### config.mk
export PLATFORM = sky130hd
export DESIGN_NAME = cbf_curve_queue
export DESIGN_NICKNAME = d
export VERILOG_FILES = /design/src/rtl/core/cbf_pkg.sv /design/src/rtl/core/cbf_curve_queue.sv
export SDC_FILE = /design/constraint.sdc
export NUM_CORES = 1
export LEC_CHECK = 0
export BUFFER_PORTS_ARGS = -buffer_cell sky130_fd_sc_hd__buf_2
export CAP_MARGIN = 20
export CORE_MARGIN = 2
export CORE_UTILIZATION = 49
export CTS_BUF_LIST = sky130_fd_sc_hd__clkbuf_4 sky130_fd_sc_hd__clkbuf_8
export DETAILED_ROUTE_END_ITERATION = 6
export PLACE_DENSITY = 0.78
export SLEW_MARGIN = 20
export SYNTH_ARGS = -nofsm -noshare
export SYNTH_HDL_FRONTEND = slang
export SYNTH_SLANG_ARGS = --single-unit
### constraint.sdc
create_clock -name clk -period 4.9 [get_ports clk]
set_input_delay 0 -clock clk [delete_from_list [all_inputs] [get_ports clk]]
set_output_delay 0 -clock clk [all_outputs]
set_load 0.005 [all_outputs]
### src/rtl/core/cbf_pkg.sv
// ----------------------------------------------------------------------------
// cbf_pkg
// Shared types, constants and arithmetic helpers for the Bezier flattener.
// ----------------------------------------------------------------------------
package cbf_pkg;

  localparam int COORD_W     = 24;
  localparam int MAX_DEPTH   = 6;
  localparam int LEVEL_W     = 3;
  localparam int LIMIT_W     = 52;
  localparam int DIFF_W      = 26;   // magnitude of 3*c - 2*n - f
  localparam int SQ_W        = 2 * DIFF_W;
  localparam logic [LIMIT_W-1:0] LIMIT_RESET = LIMIT_W'(59048);

  typedef logic signed [COORD_W-1:0] coord_t;

  typedef struct packed {
    coord_t [3:0] x;
    coord_t [3:0] y;
  } curve_t;

  typedef struct packed {
    coord_t x;
    coord_t y;
    logic   capped;
    logic   last;
  } point_t;

  typedef struct packed {
    logic               busy;
    logic [LEVEL_W-1:0] level;
    logic [LEVEL_W-1:0] depth;
  } status_t;

  // Midpoint, rounding towards minus infinity
  function automatic coord_t half_floor(input coord_t a, input coord_t b);
    logic signed [COORD_W:0] s;
    s = (COORD_W+1)'(a) + (COORD_W+1)'(b);
    return s[COORD_W:1];
  endfunction

  // |3*c - 2*n - f|
  function automatic logic [DIFF_W-1:0] diff_mag(input coord_t c, input coord_t n,
                                                 input coord_t f);
    logic signed [DIFF_W:0] cw, nw, fw, d;
    cw = (DIFF_W+1)'(c);
    nw = (DIFF_W+1)'(n);
    fw = (DIFF_W+1)'(f);
    d  = (cw <<< 1) + cw - (nw <<< 1) - fw;
    return d[DIFF_W] ? DIFF_W'(-d) : DIFF_W'(d);
  endfunction

endpackage

### src/rtl/core/cbf_curve_queue.sv
// ----------------------------------------------------------------------------
// cbf_curve_queue
// Two-word queue of curves between the input port and the subdivision engine.
// ----------------------------------------------------------------------------
module cbf_curve_queue (
  input  logic            clk,
  input  logic            rst,
  input  logic            wr,
  input  cbf_pkg::curve_t wr_data,
  output logic            full,
  input  logic            rd,
  output logic            valid,
  output cbf_pkg::curve_t rd_data
);
  import cbf_pkg::*;

  curve_t     mem [2];
  logic       wp, rp;
  logic [1:0] count;

  assign full    = (count == 2'd2);
  assign valid   = (count != 2'd0);
  assign rd_data = mem[rp];

  always_ff @(posedge clk) begin
    if (rst) begin
      wp    <= 1'b0;
      rp    <= 1'b0;
      count <= 2'd0;
    end else begin
      if (wr && !full) begin
        wp <= ~wp;
      end
      if (rd && valid) begin
        rp <= ~rp;
      end
      count <= count + 2'(wr && !full) - 2'(rd && valid);
    end
  end

  always_ff @(posedge clk) begin
    if (wr && !full) begin
      mem[wp] <= wr_data;
    end
  end

endmodule

Word-level counts from Yosys, hierarchy flattened

Memory sizes are Yosys's and may differ from the RTL's. A register that Yosys moved wholly into a read port is not among the register bits.
Cells that the tools add are included.

Memories: 1
Input bits: 196
Word-level logic and storage cells: 17
Memory bits (writable): 384
Flip-flop bits (word level): 4
Output and inout port bits: 194

Eq/ne operators: 1
Reductions and logical operators: 4
Muxes and demuxes: 4
Bitwise logic cells: 2
$add $sub $neg: 2

Memory list:

| name | words | width | read ports | clocked after Yosys merged registers in | wr ports | line                  | text |
|---|---|---|---|---|---|---|---|
| mem  | 2     | 192   | 1          | 1                                       | 1        | cbf_curve_queue.sv:17 | `curve_t mem [2];` |

Operators with widths:

| cell               | number |
|---|---|
| $mux 1             | 4 |
| $add 2x1->2        | 1 |
| $eq 2x2->1 const B | 1 |
| $logic_and 1x1->1  | 2 |
| $not 1->1          | 2 |
| $reduce_bool 2->1  | 1 |
| $sub 2x1->2        | 1 |
| $logic_not 1->1    | 1 |

Logic depth before layout (Yosys ltp)

Word-level depth: 5
Depth in mapped cells: 8
Depth with buffers taken out: 8

Least setup slack after synthesis

No wires, ideal clock.

Path type: reg2reg
From: reg count[0]
To: mem mem[0][0] (netlist bit) (enable)
Buffers on the path: 0
Data required time: 4.356 ns
Arrival time: 4.558 ns
Setup time: 0.544 ns
Setup slack: -0.202 ns
Cell stages (with the launch flop): 5
Period minus slack after synthesis: 5.102 ns
Cells stage by stage: dfxtp_1 > nand2b_2 > inv_2 > or3_1 > inv_1

Cells in the longest elaborated chain, start to end: 5

RTL lines:

| what                         | line                  | text |
|---|---|---|
| from (decl)                  | cbf_curve_queue.sv:19 | `logic [1:0] count;` |
| from (signal assigned)       | cbf_curve_queue.sv:37 | `count <= count + 2'(wr && !full) - 2'(rd && valid);` |
| $eq 2x2->1                   | cbf_curve_queue.sv:21 | `assign full = (count == 2'd2);` |
| net full                     | cbf_curve_queue.sv:10 | `output logic full,` |
| $logic_not 1->1              | cbf_curve_queue.sv:42 | `if (wr && !full) begin` |
| $logic_and 1x1->1            | cbf_curve_queue.sv:42 |  |
| $mux 1                       | cbf_curve_queue.sv:42 |  |
| $mux 1 (not written as such) | cbf_curve_queue.sv:43 | `mem[wp] <= wr_data;` |
| to (decl)                    | cbf_curve_queue.sv:17 |  |

The timed path passes the listed nets, and every way through them passes these cells.

==> flow_summary.yaml <==
worst_setup_path:
  critPathMaxFanout: 91
  critPathArrivalTime_ns: 2.69
  cp.required_ns: 4.90
  end_kind: "output port"
  criticalPathCategory: "reg -> out"
  start_kind: "register"
layout:
  area_delta_synth_final_pct: 37.98
  nets: 1453
  fin_area_sq_mm: 0.01953
  drive_gt1_share_pct: 52.82
clock_network:
  cts-buffers-inserted: 59
  root_buffer: "clkbuf_8"
  clockBufferDepth: 3
  cts_tree: "done"
  clock_latency_ns: 0.58
  htree_levels: 2
  cts_num_sinks: 389
  cts.reportedPaths.clkPinSlew_ns: 0.07
worst_hold_path:
  hold_class: "in -> reg"
timing:
  slew_headroom_pct: 30.81
  clock_skew_ns: 0.01330
  setup_viol: 0
  rsz0062_at_grt: "no"
  max_freq_mhz: 371.9
  layout_worst_path_cycle_share_pct: 54.87
  fin_tns_setup_ns: 0
  hold_violations: 0
  min_period_ns: 2.689
  tightest_slew_ns: 1.038
  slew_violations: 0
  setup_ws_ns: 2.211
power_and_ir_drop:
  peakVddDrop_uv: 324.7
  powerDensity_mw_per_mm2: 446.9
  leakage_uw: 0.007391
run:
  drv_cap: 0
drt:
  via_count: 8326
  ant_nets: 0
  first_pass_iters: 7
  drtIter0Drc: 507
  vias_per_cell: 4.950
  drc: 0
  routed_wl_mm: 32.76
  wl_per_cell_um: 19.48
floorplan:
  num_io_pins: 390
  placement_rows: 62
  die_w_um: 174.0
  fp.dieH_um: 174.0
  core-area_sq_mm: 0.02855
  die_area_sq_mm: 0.03027
  initial_core_util_pct: 49.59
placed_design:
  gp_congestion: 0.7540
  port_buffers: 389
  dpl_cell_area_sq_mm: 0.01645
  place_ws_ns: 2.339
  dp_hpwl_mm: 17.93
yosys:
  yosysUniqueCellTypes: 20
  synth_seq_cells: 389
  synth_fp_nets: 821
  postSynthCellCount: 623
  syn_area_per_cell_sq_um: 22.72
  ys_seq_area_share_pct: 82.16
  synth_warnings: 0
  syn_area_sq_mm: 0.01416
global_routing:
  grt_usage_pct: 21.13
  grt_start_max_net_pins: 113
  antenna_found_initial: 5
  grt-ovfl-total: 0
  grt_pass1_vias: 9099
  grt_first_pass_wirelength_mm: 49.46
outcome:
  status: "finished, final reports clean"
-- state kept, by name, summed over array words and instances (netlist names), named ones only --
register,flops
count,2
mem,384
rp,1
wp,1
-- where the power goes --
group | leakage (uW) | internal [uW] | total (uW) | switching (uW)
clock | 0.000586 | 1360 | 2510 | 1160
sequential | 0.00363 | 4130 | 4310 | 172
combinational | 0.00317 | 1000 | 1910 | 905
total | 0.00739 | 6500 | 8730 | 2230
-- path summary, 6_finish.rpt --
path                        to         from  depth (start not counted)  slack (ns)
hold reg to reg             wp           wp                          2        0.54
setup / recovery  rd_data[180]     register                          3        2.21
setup reg to reg   mem[0][180]     count[0]                          5        2.31
hold / removal      mem[0][69]  wr_data[69]                          2        0.14
-- critical path: stages, from the launching register on --
cell and delay (ns):
dfxtp_4 0.97, buf_12 0.46, mux2_2 0.42, buf_2 0.14
-- synthesized netlist by cell type --
cell type / n / area share, %
and3_2: 1 / 0.053
a21oi_1: 1 / 0.035
nor2b_1: 1 / 0.044
mux2_2: 192 / 15
o21a_1: 1 / 0.053
nand2b_2: 1 / 0.062
or3_1: 1 / 0.044
or2_2: 1 / 0.044
edfxtp_1: 384 / 81
o21ai_0: 1 / 0.035
xnor2_1: 2 / 0.12
dfxtp_1: 5 / 0.71
buf_6: 20 / 1.6
buf_2: 1 / 0.035
inv_2: 1 / 0.026
nor2_1: 3 / 0.080
nand2_1: 1 / 0.026
inv_1: 3 / 0.080
xor2_1: 1 / 0.062
ha_1: 2 / 0.18
-- cells by family (layout without fill, tap and decap cells) --
group	count (synthesis)	in the layout	share of synthesized area, %
DFF	389	389	82.16
adders and majority gates	2	2	0.1767
AOI/OAI and AO/OA	3	3	0.1237
muxes	192	192	15.27
and+or+nand+nor	9	9	0.3536
buffers and inverters	25	695	1.732
other	0	5	0
xor gates and xnor gates	3	3	0.1856
-- timing repair --
| action | CTS | global route |
|---|---|---|
| endpoints found under the hold margin | 389 | 0 |
| hold buffers | 197 | 0 |
| resized for setup | 0 | 0 |
| setup buffers | 0 | 0 |
-- area by class of cell --
| type | instances | area (sq um) |
|---|---|---|
| Inverter | 4 | 18.77 |
| Clock buffer | 84 | 1006 |
| Multi-Input combinational cell | 209 | 2285 |
| Timing Repair Buffer | 592 | 4001 |
| Fill cell | 1776 | 9014 |
| Sequential cell | 389 | 11630 |
| Antenna cell | 5 | 12.51 |
| Tap cell | 384 | 480.5 |
| Clock inverter | 15 | 95.09 |
-- through the flow --
| stage | instances | hold WS (ns) | utilization, % | power (uW) |
|---|---|---|---|---|
| detailed placement | 1381 | 0.1911 | 57.62 | 6108 |
| CTS | 1677 | 0.09794 | 68.38 | 8741 |
| finish | 1682 | 0.1435 | 68.43 | 8729 |
| global placement | 1381 | 0.1876 | 57.62 | 6068 |
| floorplan | 623 | 0.06907 | - | 5422 |
| global route | 1682 | 0.1135 | 68.43 | 9100 |
-- metal layers --
| layer | part of all wire [%] | up-vias | GRT usage (%) |
|---|---|---|---|
| met2 | 52 | 428 | 37.78 |
| met4 | 2.7 | 0 | 7.633 |
| met3 | 9.3 | 65 | 6.999 |
| li1 | - | 3747 | - |
| met1 | 36 | 4086 | 23.57 |
| met5 | 0 | - | 0 |
-- placed cells by master (no fill, tap or decap), types with 2 or more instances in the layout --
master / netlist / routed
buf_2: 1 / 389
ha_1: 2 / 2
clkinvlp_4: 0 / 2
inv_1: 3 / 2
xnor2_1: 2 / 2
diode_2: 0 / 5
clkbuf_4: 0 / 24
buf_12: 0 / 3
clkbuf_8: 0 / 60
buf_4: 0 / 3
dfxtp_1: 5 / 4
nor2_1: 3 / 3
edfxtp_1: 384 / 384
mux2_2: 192 / 192
clkinv_2: 0 / 3
clkinv_1: 0 / 9
dlygate4sd3_1: 0 / 197
No activity file was read; power rests on OpenSTA's default activity.
