==> config.mk <==
export PLATFORM = sky130hd
export DESIGN_NAME = cbf_point_queue
export DESIGN_NICKNAME = d
export VERILOG_FILES = /design/src/rtl/core/cbf_pkg.sv /design/src/rtl/core/cbf_point_queue.sv
export SDC_FILE = /design/constraint.sdc
export NUM_CORES = 1
export LEC_CHECK = 0
export BUFFER_PORTS_ARGS = -buffer_cell sky130_fd_sc_hd__buf_2
export CAP_MARGIN = 10
export CORE_MARGIN = 1.5
export CORE_UTILIZATION = 48
export CTS_BUF_LIST = sky130_fd_sc_hd__clkbuf_4 sky130_fd_sc_hd__clkbuf_8
export DETAILED_ROUTE_END_ITERATION = 12
export HOLD_SLACK_MARGIN = 0.12
export PLACE_DENSITY_LB_ADDON = 0.15
export SYNTH_ARGS = -nofsm -noshare
export SYNTH_HDL_FRONTEND = slang
export SYNTH_SLANG_ARGS = --single-unit
==> constraint.sdc <==
create_clock -name clk -period 2 [get_ports clk]
set_input_delay 0.3 -clock clk [delete_from_list [all_inputs] [get_ports clk]]
set_output_delay 0.3 -clock clk [all_outputs]
set_load 0.02 [all_outputs]
==> src/rtl/core/cbf_pkg.sv <==
// ----------------------------------------------------------------------------
// cbf_pkg
// Shared types, constants and arithmetic helpers for the Bezier flattener.
// ----------------------------------------------------------------------------
package cbf_pkg;

  localparam int COORD_W     = 24;
  localparam int MAX_DEPTH   = 6;
  localparam int LEVEL_W     = 3;
  localparam int LIMIT_W     = 52;
  localparam int DIFF_W      = 26;   // magnitude of 3*c - 2*n - f
  localparam int SQ_W        = 2 * DIFF_W;
  localparam logic [LIMIT_W-1:0] LIMIT_RESET = LIMIT_W'(59048);

  typedef logic signed [COORD_W-1:0] coord_t;

  typedef struct packed {
    coord_t [3:0] x;
    coord_t [3:0] y;
  } curve_t;

  typedef struct packed {
    coord_t x;
    coord_t y;
    logic   capped;
    logic   last;
  } point_t;

  typedef struct packed {
    logic               busy;
    logic [LEVEL_W-1:0] level;
    logic [LEVEL_W-1:0] depth;
  } status_t;

  // Midpoint, rounding towards minus infinity
  function automatic coord_t half_floor(input coord_t a, input coord_t b);
    logic signed [COORD_W:0] s;
    s = (COORD_W+1)'(a) + (COORD_W+1)'(b);
    return s[COORD_W:1];
  endfunction

  // |3*c - 2*n - f|
  function automatic logic [DIFF_W-1:0] diff_mag(input coord_t c, input coord_t n,
                                                 input coord_t f);
    logic signed [DIFF_W:0] cw, nw, fw, d;
    cw = (DIFF_W+1)'(c);
    nw = (DIFF_W+1)'(n);
    fw = (DIFF_W+1)'(f);
    d  = (cw <<< 1) + cw - (nw <<< 1) - fw;
    return d[DIFF_W] ? DIFF_W'(-d) : DIFF_W'(d);
  endfunction

endpackage

==> src/rtl/core/cbf_point_queue.sv <==
// ----------------------------------------------------------------------------
// cbf_point_queue
// Two-word result queue between the engine and the output port.
// ----------------------------------------------------------------------------
module cbf_point_queue (
  input  logic            clk,
  input  logic            rst,
  input  logic            wr,
  input  cbf_pkg::point_t wr_data,
  output logic            full,
  input  logic            rd,
  output logic            empty,
  output cbf_pkg::point_t rd_data
);
  import cbf_pkg::*;

  point_t     mem [2];
  logic       wp, rp;
  logic [1:0] count;

  assign full    = (count == 2'd2);
  assign empty   = (count == 2'd0);
  assign rd_data = mem[rp];

  always_ff @(posedge clk) begin
    if (rst) begin
      wp    <= 1'b0;
      rp    <= 1'b0;
      count <= 2'd0;
    end else begin
      if (wr && !full) begin
        wp <= ~wp;
      end
      if (rd && !empty) begin
        rp <= ~rp;
      end
      count <= count + 2'(wr && !full) - 2'(rd && !empty);
    end
  end

  always_ff @(posedge clk) begin
    if (wr && !full) begin
      mem[wp] <= wr_data;
    end
  end

endmodule

# [Yosys cells after proc, flatten, opt, wreduce, memory -nomap -nowiden]
# Memory sizes are Yosys's and may differ from the RTL's. A register that Yosys moved wholly into a read port is not among the register bits.
# Index checks and enable logic that the tools add are counted.
[word_totals] ff_bits=4 latchBits=0 ram_bits=100 romBits=0 in_bits=54 out_inout_bits=52 wordCells=18 n_memories=1
[classes] add_sub_neg=2 mul=0 div_mod_pow=0 n_lt_le_gt_ge=0 eq_ne=1 shift=0 n_mux=4 n_bitwise=2 reduce_logical=5
[mem_list] memory="mem" depth=2 width=50 rd=1 rd_clocked_by_memory_dff=1 wr=1 line_no="cbf_point_queue.sv:17" rtl="point_t mem [2];"
[ops] operator="$mux 1" n=4
[ops] operator="$add 2x1->2" n=1
[ops] operator="$eq 2x2->1 const B" n=1
[ops] operator="$logic_and 1x1->1" n=2
[ops] operator="$logic_not 1->1" n=2
[ops] operator="$logic_not 2->1" n=1
[ops] operator="$not 1->1" n=2
[ops] operator="$sub 2x1->2" n=1

# [Depth between registers and ports, before layout]
# Gate-level depths: netlist of run 1.
[logic_depth] depth_word=5 depth_mapped=8 mapped_depth_nobuf=8

# [Worst setup path after synthesis of run 1]
# OpenSTA, ideal clock, no wires.
[synth_path] path_kind="reg-to-reg" startpoint="register count[0]" endpoint="memory mem[0][0] (netlist name), enable pin" setup_ps=404 arrival_time_ps=1870 required_time_ps=1596 slack_ps=-274 stages_incl_launch_ff=5 n_path_buf=0 synth_period_minus_slack_ps=2274 cell_sequence="dfxtp_1 -> nand2b_2 -> inv_2 -> or3_1 -> inv_1"
[synth_between] elab_chain_cells=5
[synth_rtl] item="from (decl)" line_no="cbf_point_queue.sv:19" rtl="logic [1:0] count;"
[synth_rtl] item="from (signal assigned)" line_no="cbf_point_queue.sv:37" rtl="count <= count + 2'(wr && !full) - 2'(rd && !empty);"
[synth_rtl] item="$eq 2x2->1" line_no="cbf_point_queue.sv:21" rtl="assign full = (count == 2'd2);"
[synth_rtl] item="net full" line_no="cbf_point_queue.sv:10" rtl="output logic full,"
[synth_rtl] item="$logic_not 1->1" line_no="cbf_point_queue.sv:42" rtl="if (wr && !full) begin"
[synth_rtl] item="$logic_and 1x1->1" line_no="cbf_point_queue.sv:42"
[synth_rtl] item="$mux 1" line_no="cbf_point_queue.sv:42"
[synth_rtl] item="$mux 1 (implied by the code)" line_no="cbf_point_queue.sv:43" rtl="mem[wp] <= wr_data;"
[synth_rtl] item="to (decl)" line_no="cbf_point_queue.sv:17"
# The timed path passes the listed nets, and every way through them passes these cells.

==> metrics.md, run 1 <==
| Metric | Value |
|---|---|
| Syn Inst Count | 183 |
| Hold WC Path Type | input port to flop |
| Height of the die | 92.3 um |
| Met1 usage | 19.7% |
| Post-Route Utilization | 65.1% |
| Worst Tran Pin Value | 0.379 ns |
| Data required, critical path | 1.70 ns |
| # rows | 32 |
| Count of different cell masters after synthesis | 22 |
| Final period util | 94.2% |
| Max Root-Sink Buffers | 2 |
| Drt via density | 4.79 |
| DRC Markers | 0 |
| CTS tree | yes |
| Post-DP HPWL | 4.22 mm |
| Fin Setup TNS | 0 ns |
| Drt total wl | 6.57 mm |
| Pre-antenna DRT Iters | 4 |
| Port Buf Inserts | 105 |
| Core region area | 7730 um2 |
| #FFs+latches synth | 105 |
| Layout area overhead | 31.5% |
| Latest clock arrival within the worst-skew pair | 0.35 ns |
| Clk root buf | clkbuf_8 |
| Post-synthesis net count | 239 |
| Final worst setup slack | 0.116 ns |
| Switch Pwr | 1.89 mW |
| Post-CTS Resized | 0 |
| Seq/Total Area, Yosys | 81.0% |
| Vias in the first global route | 2084 |
| Avg WL per Cell | 15.0 um |
| Synth Area in Simple Gates | 1.54% |
| All-Layer GR Usage | 15.7% |
| Post-Synth XOR/XNOR Area | 0.458% |
| Clock Sinks | 105 |
| Chip Width | 92.3 um |
| Vias | 2100 |
| Highest Clock Rate | 531 MHz |
| Gr busiest metal | met2 |
| Initial DRC Count | 89 |
| H-tree depth | 3 |
| Layout cells sized above 1 | 52.4% |
| Count of hold-fix buffers inserted at cts | 15 |
| Final Hold Fails | 0 |
| Setup Fix Bufs, Post-CTS | 0 |
| Synthesized area per cell | 20.9 um2 |
| Initial Util | 49.5% |
| Leakage | 1.92 nW |
| Startpoint Class | flop |
| Met2 Use GR | 25.1% |
| Post-route ant nets | 0 |
| Endpoint type of the worst setup path | output pin |
| Combinational share of power | 32.2% |
| Total congestion overflow | 0 |
| Period minus WS final | 1.88 ns |
| Post-Syn Area | 3830 um2 |
| Pwr/cell area | 1210 nW/um2 |
| RSZ-0062 raised after global routing | no |
| Max FO, Critical Path | 28 |
| Status | finished, final reports clean |
| Compound-Gate Fraction of Synth Area | 0.458% |
| Fin. max-slew vios | 0 |
| Internal power | 4.19 mW |
| Antenna violations before repair | 0 |
| Antenna cell count | 0 |
| Clock power share | 20.4% |
| Flop pwr share | 47.4% |
| Sw frac | 31.0% |
| Warning count from the yosys run | 0 |
| Dpl ws | 0.337 ns |
| Final Skew | 0.00913 ns |
| Wire length of the first global-routing pass | 10.0 mm |
| Slew HR | 74.7% |
| Maxcap violations | 0 |
| Pin count of the biggest net entering global routing | 30 |
| Die Area | 8520 um2 |
| Worst-path clk slew | 0.10 ns |
| Worst Setup Path Type | flop to output pin |
| Largest family of logic cells by synthesized area | multiplexers |
| Worst vdd ir | 588 uV |
| TritonCTS buffer count | 9 |
| RePlAce Congestion | 0.737 |
| Nets | 388 |
| CP arrival | 1.58 ns |
| GR Layer Usage met3 | 6.90% |
| Adder-cell share of the synthesized area | 0.654% |
| I/O pin count | 106 |
| Mux cell area share after synthesis | 14.7% |
| Setup violations, final | 0 |
==> cell families after synthesis <==
logic type / Yosys count
buf+inv: 10
flops: 105
simple gates: 11
mux: 50
xor+xnor: 2
fa+ha+maj: 2
compound gates: 3
==> through the flow <==
step | instance area, um2 | std cells | power [mW] | hold WS [ns]
after floorplan | 3830 | 183 | 4.24 | 0.369
after global placement | 4520 | 390 | 4.85 | 0.480
after detailed placement | 4520 | 390 | 4.87 | 0.491
after CTS | 4850 | 420 | 6.13 | 0.120
after global routing | 5030 | 438 | 6.39 | 0.120
final | 5030 | 438 | 6.08 | 0.135
==> layout make-up <==
type	count	area [um2]
tap	102	128
multi-input combinational	68	682
sequential	105	3100
inverter	4	18.8
timing repair buffer	144	913
fill	576	2690
clock buffer	10	131
clock inverter	5	56.3
==> cell usage after synthesis (all sizes together) <==
master / number / share of area [%]
inv: 4 / 0.39
clkbuf: 1 / 0.098
and2: 1 / 0.16
and3: 1 / 0.20
xnor2: 1 / 0.23
edfxtp: 100 / 78
mux2: 50 / 15
o21a: 1 / 0.20
or3: 1 / 0.16
xor2: 1 / 0.23
a21oi: 1 / 0.13
nor2: 4 / 0.39
buf: 5 / 0.65
dfxtp: 5 / 2.6
nand2b: 1 / 0.23
nor3: 1 / 0.13
ha: 2 / 0.65
nand2: 1 / 0.098
o21ai: 1 / 0.13
nor2b: 1 / 0.16
==> sequential cells by signal, summed over array words and instances, names as in the netlist, named ones only <==
register  count
count         2
wp            1
mem         100
rp            1
==> placed cells by master, fill, tap and decap left out, drive strengths merged <==
master and instances:
buf 111, edfxtp 100, mux2 50, dlygate4sd3 33, clkbuf 10, dfxtp 5
nor2 4, inv 4, clkinv 3, ha 2, o21a 1, nand2b 1
nand2 1, and3 1, or3 1, clkinvlp 1, nor2b 1, xnor2 1
o21ai 1, a21oi 1, xor2 1, and2 1, nor3 1, bufinv 1
==> power by group through the flow <==
stage	sequential (mW)	clock, mW	combinational, mW
after detailed placement	2.94	0	1.93
after CTS	2.89	1.28	1.96
after global placement	2.92	0	1.93
after global routing	2.91	1.36	2.12
final	2.88	1.24	1.96
after floorplan	2.91	0	1.32
==> worst max-delay path: stages (launching register included) <==
cell and delay [ns]:
dfxtp_2 0.33, buf_4 0.34, mux2_2 0.39, buf_2 0.16
==> path summary, 6_finish.rpt <==
check | slack (ns) | start | depth (start not counted) | to
setup reg to reg | 0.34 | count[0]$_SDFF_PP0_ | 5 | mem[0][15]$_DFFE_PP_
hold / removal | 0.13 | wr_data[28] | 1 | mem[1][28]$_DFFE_PP_
hold reg to reg | 0.51 | wp$_SDFFE_PP0P_ | 2 | wp$_SDFFE_PP0P_
setup / recovery | 0.12 | flop | 3 | rd_data[2]
==> layer usage <==
layer  part of all wire, %  vias to the layer above
li1                      -                     1006
met1                    43                     1020
met2                    50                       68
met3                   7.2                        6
met4                  0.73                        0
met5                     0                        -
(Power assumes the default switching activity.)
==> run 2, diff against run 1 <==
--- a/config.mk
+++ b/config.mk
@@ -5,14 +5,16 @@
 export SDC_FILE = /design/constraint.sdc
 export NUM_CORES = 1
 export LEC_CHECK = 0
+export ABC_AREA = 1
 export BUFFER_PORTS_ARGS = -buffer_cell sky130_fd_sc_hd__buf_2
 export CAP_MARGIN = 10
 export CORE_MARGIN = 1.5
-export CORE_UTILIZATION = 48
+export CORE_UTILIZATION = 49
 export CTS_BUF_LIST = sky130_fd_sc_hd__clkbuf_4 sky130_fd_sc_hd__clkbuf_8
 export DETAILED_ROUTE_END_ITERATION = 12
 export HOLD_SLACK_MARGIN = 0.12
 export PLACE_DENSITY_LB_ADDON = 0.15
+export SLEW_MARGIN = 20
 export SYNTH_ARGS = -nofsm -noshare
 export SYNTH_HDL_FRONTEND = slang
 export SYNTH_SLANG_ARGS = --single-unit
==> run 2 against run 1 <==
Area after synthesis grew 7.5%; worst setup slack lost 0.033 ns; worst hold slack lost 0.0040 ns; final cell count shrank 3.9%; synthesized cell count grew 6.6%; sequential power grew 1%; first-iteration DRC count shrank 28%; critical path type unchanged.
==> metrics.md, run 2 <==
| Metric | Value |
|---|---|
| Chip Width | 94.7 um (+2.5%) |
| Final Skew | 0.00995 ns (+0.000816 ns) |
| Height of the die | 94.7 um (+2.5%) |
| # rows | 33 (+3.1%) |
| Fraction of registers with async set or reset after synthesis | 0% (unchanged) |
| Drt total wl | 6.44 mm (-1.9%) |
| Post-route ant nets | 0 (unchanged) |
| Final Cell Area | 4990 um2 (-0.80%) |
| Top reg by flops | mem |
| Antenna violations before repair | 0 (unchanged) |
| Reg2reg end | count[1]$_SDFF_PP0_ |
| Vias in the first global route | 2036 (-2.3%) |
| FF+latch area | 3110 um2 (about the same) |
| EDFF count, synth | 100 (unchanged) |
| Drt via density | 4.86 (+1.3%) |
| Slew HR | 71.8% (-2.9 points) |
| Endpoint type of the worst setup path | output pin |
| Worst Setup Path Type | flop to output pin |
| Multi-input gate area | 872 um2 (+28%) |
| Die Area | 8960 um2 (+5.1%) |
| Vias | 2044 (-2.7%) |
| Count of hold-fix buffers inserted at cts | 1 (-14) |
| Syn Inst Count | 195 (+6.6%) |
| Count of different cell masters after synthesis | 11 (-50%) |
| Fin. max-slew vios | 0 (unchanged) |
| Hold WC Path Type | input port to flop |
| Pwr/cell area | 1270 nW/um2 (+4.7%) |
| Hold depth | 1 (unchanged) |
| Post-Route Utilization | 61.1% (-4.1 points) |
| Nets | 369 (-4.9%) |
| Data required, critical path | 1.70 ns (about the same) |
| All-Layer GR Usage | 14.6% (-1.1 points) |
| Top Registers | mem x100, count x2 |
| RePlAce Congestion | 0.691 (-6.2%) |
| Avg WL per Cell | 15.3 um (+2.0%) |
| Post-CTS Resized | 0 (unchanged) |
| Max Root-Sink Buffers | 2 (unchanged) |
| Worst reg2reg setup slack | 0.44 ns (+0.10 ns) |
| Post-synthesis net count | 251 (+5.0%) |
| Pin count of the biggest net entering global routing | 31 (+3.3%) |
| Core region area | 8180 um2 (+5.8%) |
| Most frequent cells in the layout | buf_2, edfxtp_1, mux2_4 |
| Pre-antenna DRT Iters | 4 (unchanged) |
| CTS tree | yes |
| RSZ-0062 raised after global routing | no |
| Fin Setup TNS | 0 ns (unchanged) |
| Final Hold Fails | 0 (unchanged) |
| Warning count from the yosys run | 0 (unchanged) |
| #FFs+latches synth | 105 (unchanged) |
| Port Buf Inserts | 105 (unchanged) |
| Share of the synthesized area in the top cell type | 72.9% (-5.5 points) |
| TritonCTS buffer count | 9 (unchanged) |
| CP arrival | 1.62 ns (+0.04 ns) |
| Period minus WS final | 1.92 ns (+0.0329 ns) |
| Post-DP HPWL | 4.45 mm (+5.4%) |
| Top cells by count, synth | edfxtp_1, mux2_4, inv_1 |
| Worst vdd ir | 642 uV (+9.2%) |
| Clk root buf | clkbuf_8 |
| Top post-synthesis cells by area | edfxtp_1, mux2_4, buf_12, dfxtp_1, inv_1 |
| Final period util | 95.9% (+1.6 points) |
| Synthesized area per cell | 21.1 um2 (+0.90%) |
| Wire length of the first global-routing pass | 9.49 mm (-5.2%) |
| DRC Markers | 0 (unchanged) |
| Most frequent cell after synthesis | edfxtp_1 |
| Seq/Total Area, Yosys | 75.4% (-5.7 points) |
| Layout area overhead | 21.3% |
| Critical hold path startpoint | wr_data[32] |
| Status | finished, final reports clean |
| Startpoint Class | flop |
| Worst Tran Pin Value | 0.423 ns (+0.0439 ns) |
| Commonest non-fill, non-tap cell in the layout | buf_2 |
| Filler cells | 610 (+5.9%) |
| I/O pin count | 106 (unchanged) |
| Leakage | 2.02 nW (+5.1%) |
| Worst-path clk slew | 0.10 ns (about the same) |
| Total congestion overflow | 0 (unchanged) |
| Layout cells sized above 1 | 56.3% (+3.9 points) |
| Dpl cell area | 4740 um2 (+5.0%) |
| Setup violations, final | 0 (unchanged) |
| R2R Path Start | count[0]$_SDFF_PP0_ |
| Ys flop type | edfxtp_1 |
| Hold Path Sink | mem[0][32]$_DFFE_PP_ |
| Latest clock arrival within the worst-skew pair | 0.35 ns (about the same) |
| Cell count of the worst reg-to-reg path | 10 (+5) |
| Post-Syn Area | 4120 um2 (+7.5%) |
| Highest Clock Rate | 522 MHz (-1.7%) |
| Top cell type by total area after synthesis | edfxtp_1 |
| Clock Sinks | 105 (unchanged) |
| Setup Fix Bufs, Post-CTS | 0 (unchanged) |
| Max reg flops | 100 (unchanged) |
| Initial DRC Count | 64 (-28%) |
| Max FO, Critical Path | 25 (-11%) |
| Maxcap violations | 0 (unchanged) |
| Antenna cell count | 0 (unchanged) |
| H-tree depth | 3 (unchanged) |
| Initial Util | 50.4% (+0.81 points) |
## run 2: changes by cell type in the layout (fill, tap and decap cells not counted), moves of 2 or more
cell,change
mux2_4,+50
mux2_2,-46
dlygate4sd3_1,-31
inv_1,+7
nand2_1,+7
mux2_1,-4
nor2_1,+4
nand3_1,+3
bufinv_16,+2
## run 2: worst max-delay path by stage
stage | startpoint | to | slack [ns] | depth (start not counted)
after floorplan | count[0]$_SDFF_PP0_ | mem[1][0]$_DFFE_PP_ | 0.04 | 4
after global placement | flop | rd_data[33] | 0.45 | 3
after detailed placement | flop | rd_data[33] | 0.44 | 3
after CTS | flop | rd_data[33] | 0.05 | 3
after global routing | flop | rd_data[33] | 0.02 | 3
final | flop | rd_data[33] | 0.08 | 3
## run 2: through the flow
stage	total power [mW]	std cells	setup WS, ns	hold slack, ns
after floorplan	4.45	195	0.0352	0.371
after global placement	4.90	405	0.448	0.472
after detailed placement	4.92	405	0.439	0.482
after CTS	6.38	420	0.0510	0.120
after global routing	6.60	421	0.0203	0.122
final	6.32	421	0.0830	0.131
## run 2: final cells by class
| cell class | instances | share of cell area [%] |
|---|---|---|
| clock inverters | 5 | 2.13 |
| multi-input cells | 74 | 17.5 |
| well taps | 105 | 2.63 |
| repair buffers | 113 | 12.3 |
| inverters | 10 | 0.752 |
| flip-flops and latches | 105 | 62.2 |
| clock buffers | 9 | 2.48 |
## run 2: layer usage
metal	global-route usage, %	part of all wire, %	vias to the layer above	routed length (um)
met3	4.35	7.1	6	458
met1	16.3	40	1003	2590
li1	-	-	970	-
met2	25.8	52	65	3320
met5	0	0	-	0
met4	6.34	1.2	0	76
## run 2: worst max-delay path, cell delays in order, from the launching register on
cell	delay [ns]
dfxtp_4	0.51
buf_12	0.26
mux2_4	0.33
buf_2	0.16
## run 2: kinds of logic (layout without fill, tap and decap cells)
family / Yosys count / count (layout) / synth area share [%]
flip-flops: 105 / 105 / 75.4
multiplexers: 50 / 50 / 18.2
AND/OR/NAND/NOR: 20 / 20 / 1.91
buffers and inverters: 16 / 137 / 3.62
adder cells (fa/ha/maj): 2 / 2 / 0.608
AO/OA/AOI/OAI: 2 / 2 / 0.243
## run 2: power breakdown
group	leakage (nW)	total [mW]	switching, mW	internal [mW]
combinational	0.930	1.92	1.05	0.873
clock	0.111	1.47	0.654	0.820
sequential	0.976	2.92	0.128	2.79
==> run 3, diff against run 2 <==
--- a/config.mk
+++ b/config.mk
@@ -5,11 +5,10 @@
 export SDC_FILE = /design/constraint.sdc
 export NUM_CORES = 1
 export LEC_CHECK = 0
-export ABC_AREA = 1
 export BUFFER_PORTS_ARGS = -buffer_cell sky130_fd_sc_hd__buf_2
 export CAP_MARGIN = 10
-export CORE_MARGIN = 1.5
-export CORE_UTILIZATION = 49
+export CORE_MARGIN = 8
+export CORE_UTILIZATION = 48
 export CTS_BUF_LIST = sky130_fd_sc_hd__clkbuf_4 sky130_fd_sc_hd__clkbuf_8
 export DETAILED_ROUTE_END_ITERATION = 12
 export HOLD_SLACK_MARGIN = 0.12
==> run 3 against run 2 <==
Global-route usage is 1.3 points lower; die area rose by 24%; worst hold slack improved by 0.0055 ns; final area fell by 0.55%; clock-buffer cell count is the same; maximum frequency rose by 2.0%; non-clock buffer count up 24; utilization increased by 3.2 points; register-to-register slack worse by 0.09 ns; largest power group unchanged; sequential share of layout area is 0.29 points higher; total power decreased by 4.3%.
==> metrics.md, run 3 (synthesis results as in run 1) <==
| Metric | Value |
|---|---|
| Wire length of the first global-routing pass | 11.6 mm (+22%) |
| CP arrival | 1.58 ns (-0.04 ns) |
| Nets | 381 (+3.3%) |
| Pwr/cell area | 1220 nW/um2 (-3.7%) |
| Commonest non-fill, non-tap cell in the layout | buf_2 |
| Top reg by flops | mem |
| Status | finished, final reports clean |
| Worst vdd ir | 764 uV (+19%) |
| Highest Clock Rate | 532 MHz (+2.0%) |
| Core region area | 7730 um2 (-5.5%) |
| Most frequent cells in the layout | buf_2, edfxtp_1, mux2_2 |
| Antenna cell count | 0 (unchanged) |
| Initial DRC Count | 64 (unchanged) |
| Port Buf Inserts | 105 (unchanged) |
| All-Layer GR Usage | 13.3% (-1.3 points) |
| Hold WC Path Type | input port to flop |
| Antenna violations before repair | 0 (unchanged) |
| Endpoint type of the worst setup path | output pin |
| CTS tree | yes |
| Fin. max-slew vios | 0 (unchanged) |
| Pre-antenna DRT Iters | 4 (unchanged) |
| Max FO, Critical Path | 23 (-8.0%) |
| Clock Sinks | 105 (unchanged) |
| Vias in the first global route | 2353 (+16%) |
| Height of the die | 105 um (+11%) |
| Chip Width | 105 um (+11%) |
| Final Skew | 0.00935 ns (-0.000604 ns) |
| Latest clock arrival within the worst-skew pair | 0.35 ns (about the same) |
| RSZ-0062 raised after global routing | no |
| Initial Util | 49.5% (-0.81 points) |
| H-tree depth | 3 (unchanged) |
| Final Hold Fails | 0 (unchanged) |
| Startpoint Class | flop |
| Post-DP HPWL | 4.83 mm (+8.6%) |
| Maxcap violations | 0 (unchanged) |
| Top Registers | mem x100, count x2 |
| Pin count of the biggest net entering global routing | 32 (+3.2%) |
| TritonCTS buffer count | 9 (unchanged) |
| Worst Tran Pin Value | 0.401 ns (-0.0221 ns) |
| Drt via density | 4.84 (-0.31%) |
| Layout area overhead | 29.7% |
| Leakage | 1.88 nW (-6.6%) |
| Setup violations, final | 0 (unchanged) |
| Post-CTS Resized | 0 (unchanged) |
| Layout cells sized above 1 | 53.6% (-2.7 points) |
| Die Area | 11100 um2 (+24%) |
| Total power draw | 6.05 mW (-4.3%) |
| Worst reg2reg setup slack | 0.35 ns (-0.09 ns) |
| Clk root buf | clkbuf_8 |
| Total congestion overflow | 0 (unchanged) |
| Final period util | 94.0% (-1.9 points) |
| # rows | 32 (-3.0%) |
| Filler cells | 573 (-6.1%) |
| Fin Setup TNS | 0 ns (unchanged) |
| Worst-path clk slew | 0.10 ns (about the same) |
| Post-Route Utilization | 64.3% (+3.2 points) |
| Post-route ant nets | 0 (unchanged) |
| Vias | 2091 (+2.3%) |
| Period minus WS final | 1.88 ns (-0.0379 ns) |
| Slew HR | 73.3% (+1.5 points) |
| RePlAce Congestion | 0.699 (+1.2%) |
| DRC Markers | 0 (unchanged) |
| Max Root-Sink Buffers | 2 (unchanged) |
| I/O pin count | 106 (unchanged) |
| Data required, critical path | 1.70 ns (about the same) |
| Drt total wl | 7.24 mm (+12%) |
| Max reg flops | 100 (unchanged) |
| Avg WL per Cell | 16.8 um (+9.6%) |
| Worst Setup Path Type | flop to output pin |
==> run 3: power breakdown <==
group | total (mW) | leakage, nW | internal (mW) | switching, mW
Clock | 1.18 | 0.0896 | 0.467 | 0.715
Sequential | 2.89 | 0.976 | 2.80 | 0.0889
Combinational | 1.98 | 0.819 | 0.819 | 1.16
==> run 3: path summary, 6_finish.rpt <==
check	end	cells after the start	from
setup / recovery	rd_data[11]	3	flop
hold / removal	mem[1][16]$_DFFE_PP_	1	wr_data[16]
setup reg to reg	mem[0][49]$_DFFE_PP_	5	count[0]$_SDFF_PP0_
hold reg to reg	wp$_SDFFE_PP0P_	2	wp$_SDFFE_PP0P_
==> run 3: worst max-delay path, cell delays in order (launching register included) <==
cell	delay, ns
dfxtp_2	0.36
buf_4	0.31
mux2_2	0.39
buf_2	0.16
==> run 3: through the flow <==
stage / hold WS [ns] / setup slack, ns / instance area [um2] / std cells
after global routing: 0.120 / 0.0263 / 4970 / 432
final: 0.136 / 0.121 / 4970 / 432
after detailed placement: 0.490 / 0.356 / 4530 / 390
after floorplan: 0.369 / 0.116 / 3830 / 183
after global placement: 0.481 / 0.401 / 4530 / 390
after CTS: 0.121 / 0.0797 / 4960 / 431
==> run 3: final cells by class <==
cell class	instances	area (um2)	area share, %
multi-input combinational	68	682	13.7
clock inverter	7	53.8	1.08
sequential	105	3100	62.5
inverter	4	18.8	0.378
timing repair buffer	137	856	17.2
clock buffer	9	124	2.49
tap	102	128	2.57
==> run 3: repair_timing <==
item	CTS	global route
hold buffers	25	1
endpoints found under the hold margin	47	1
setup endpoints to repair	0	0
setup buffers	0	0
==> run 3: routing by layer <==
layer	global-route usage (%)	part of all wire [%]	up-vias
li1	-	-	992
met1	14.0	39	1026
met2	23.2	52	61
met3	4.75	7.2	12
met4	6.42	1.9	0
met5	0	0	-
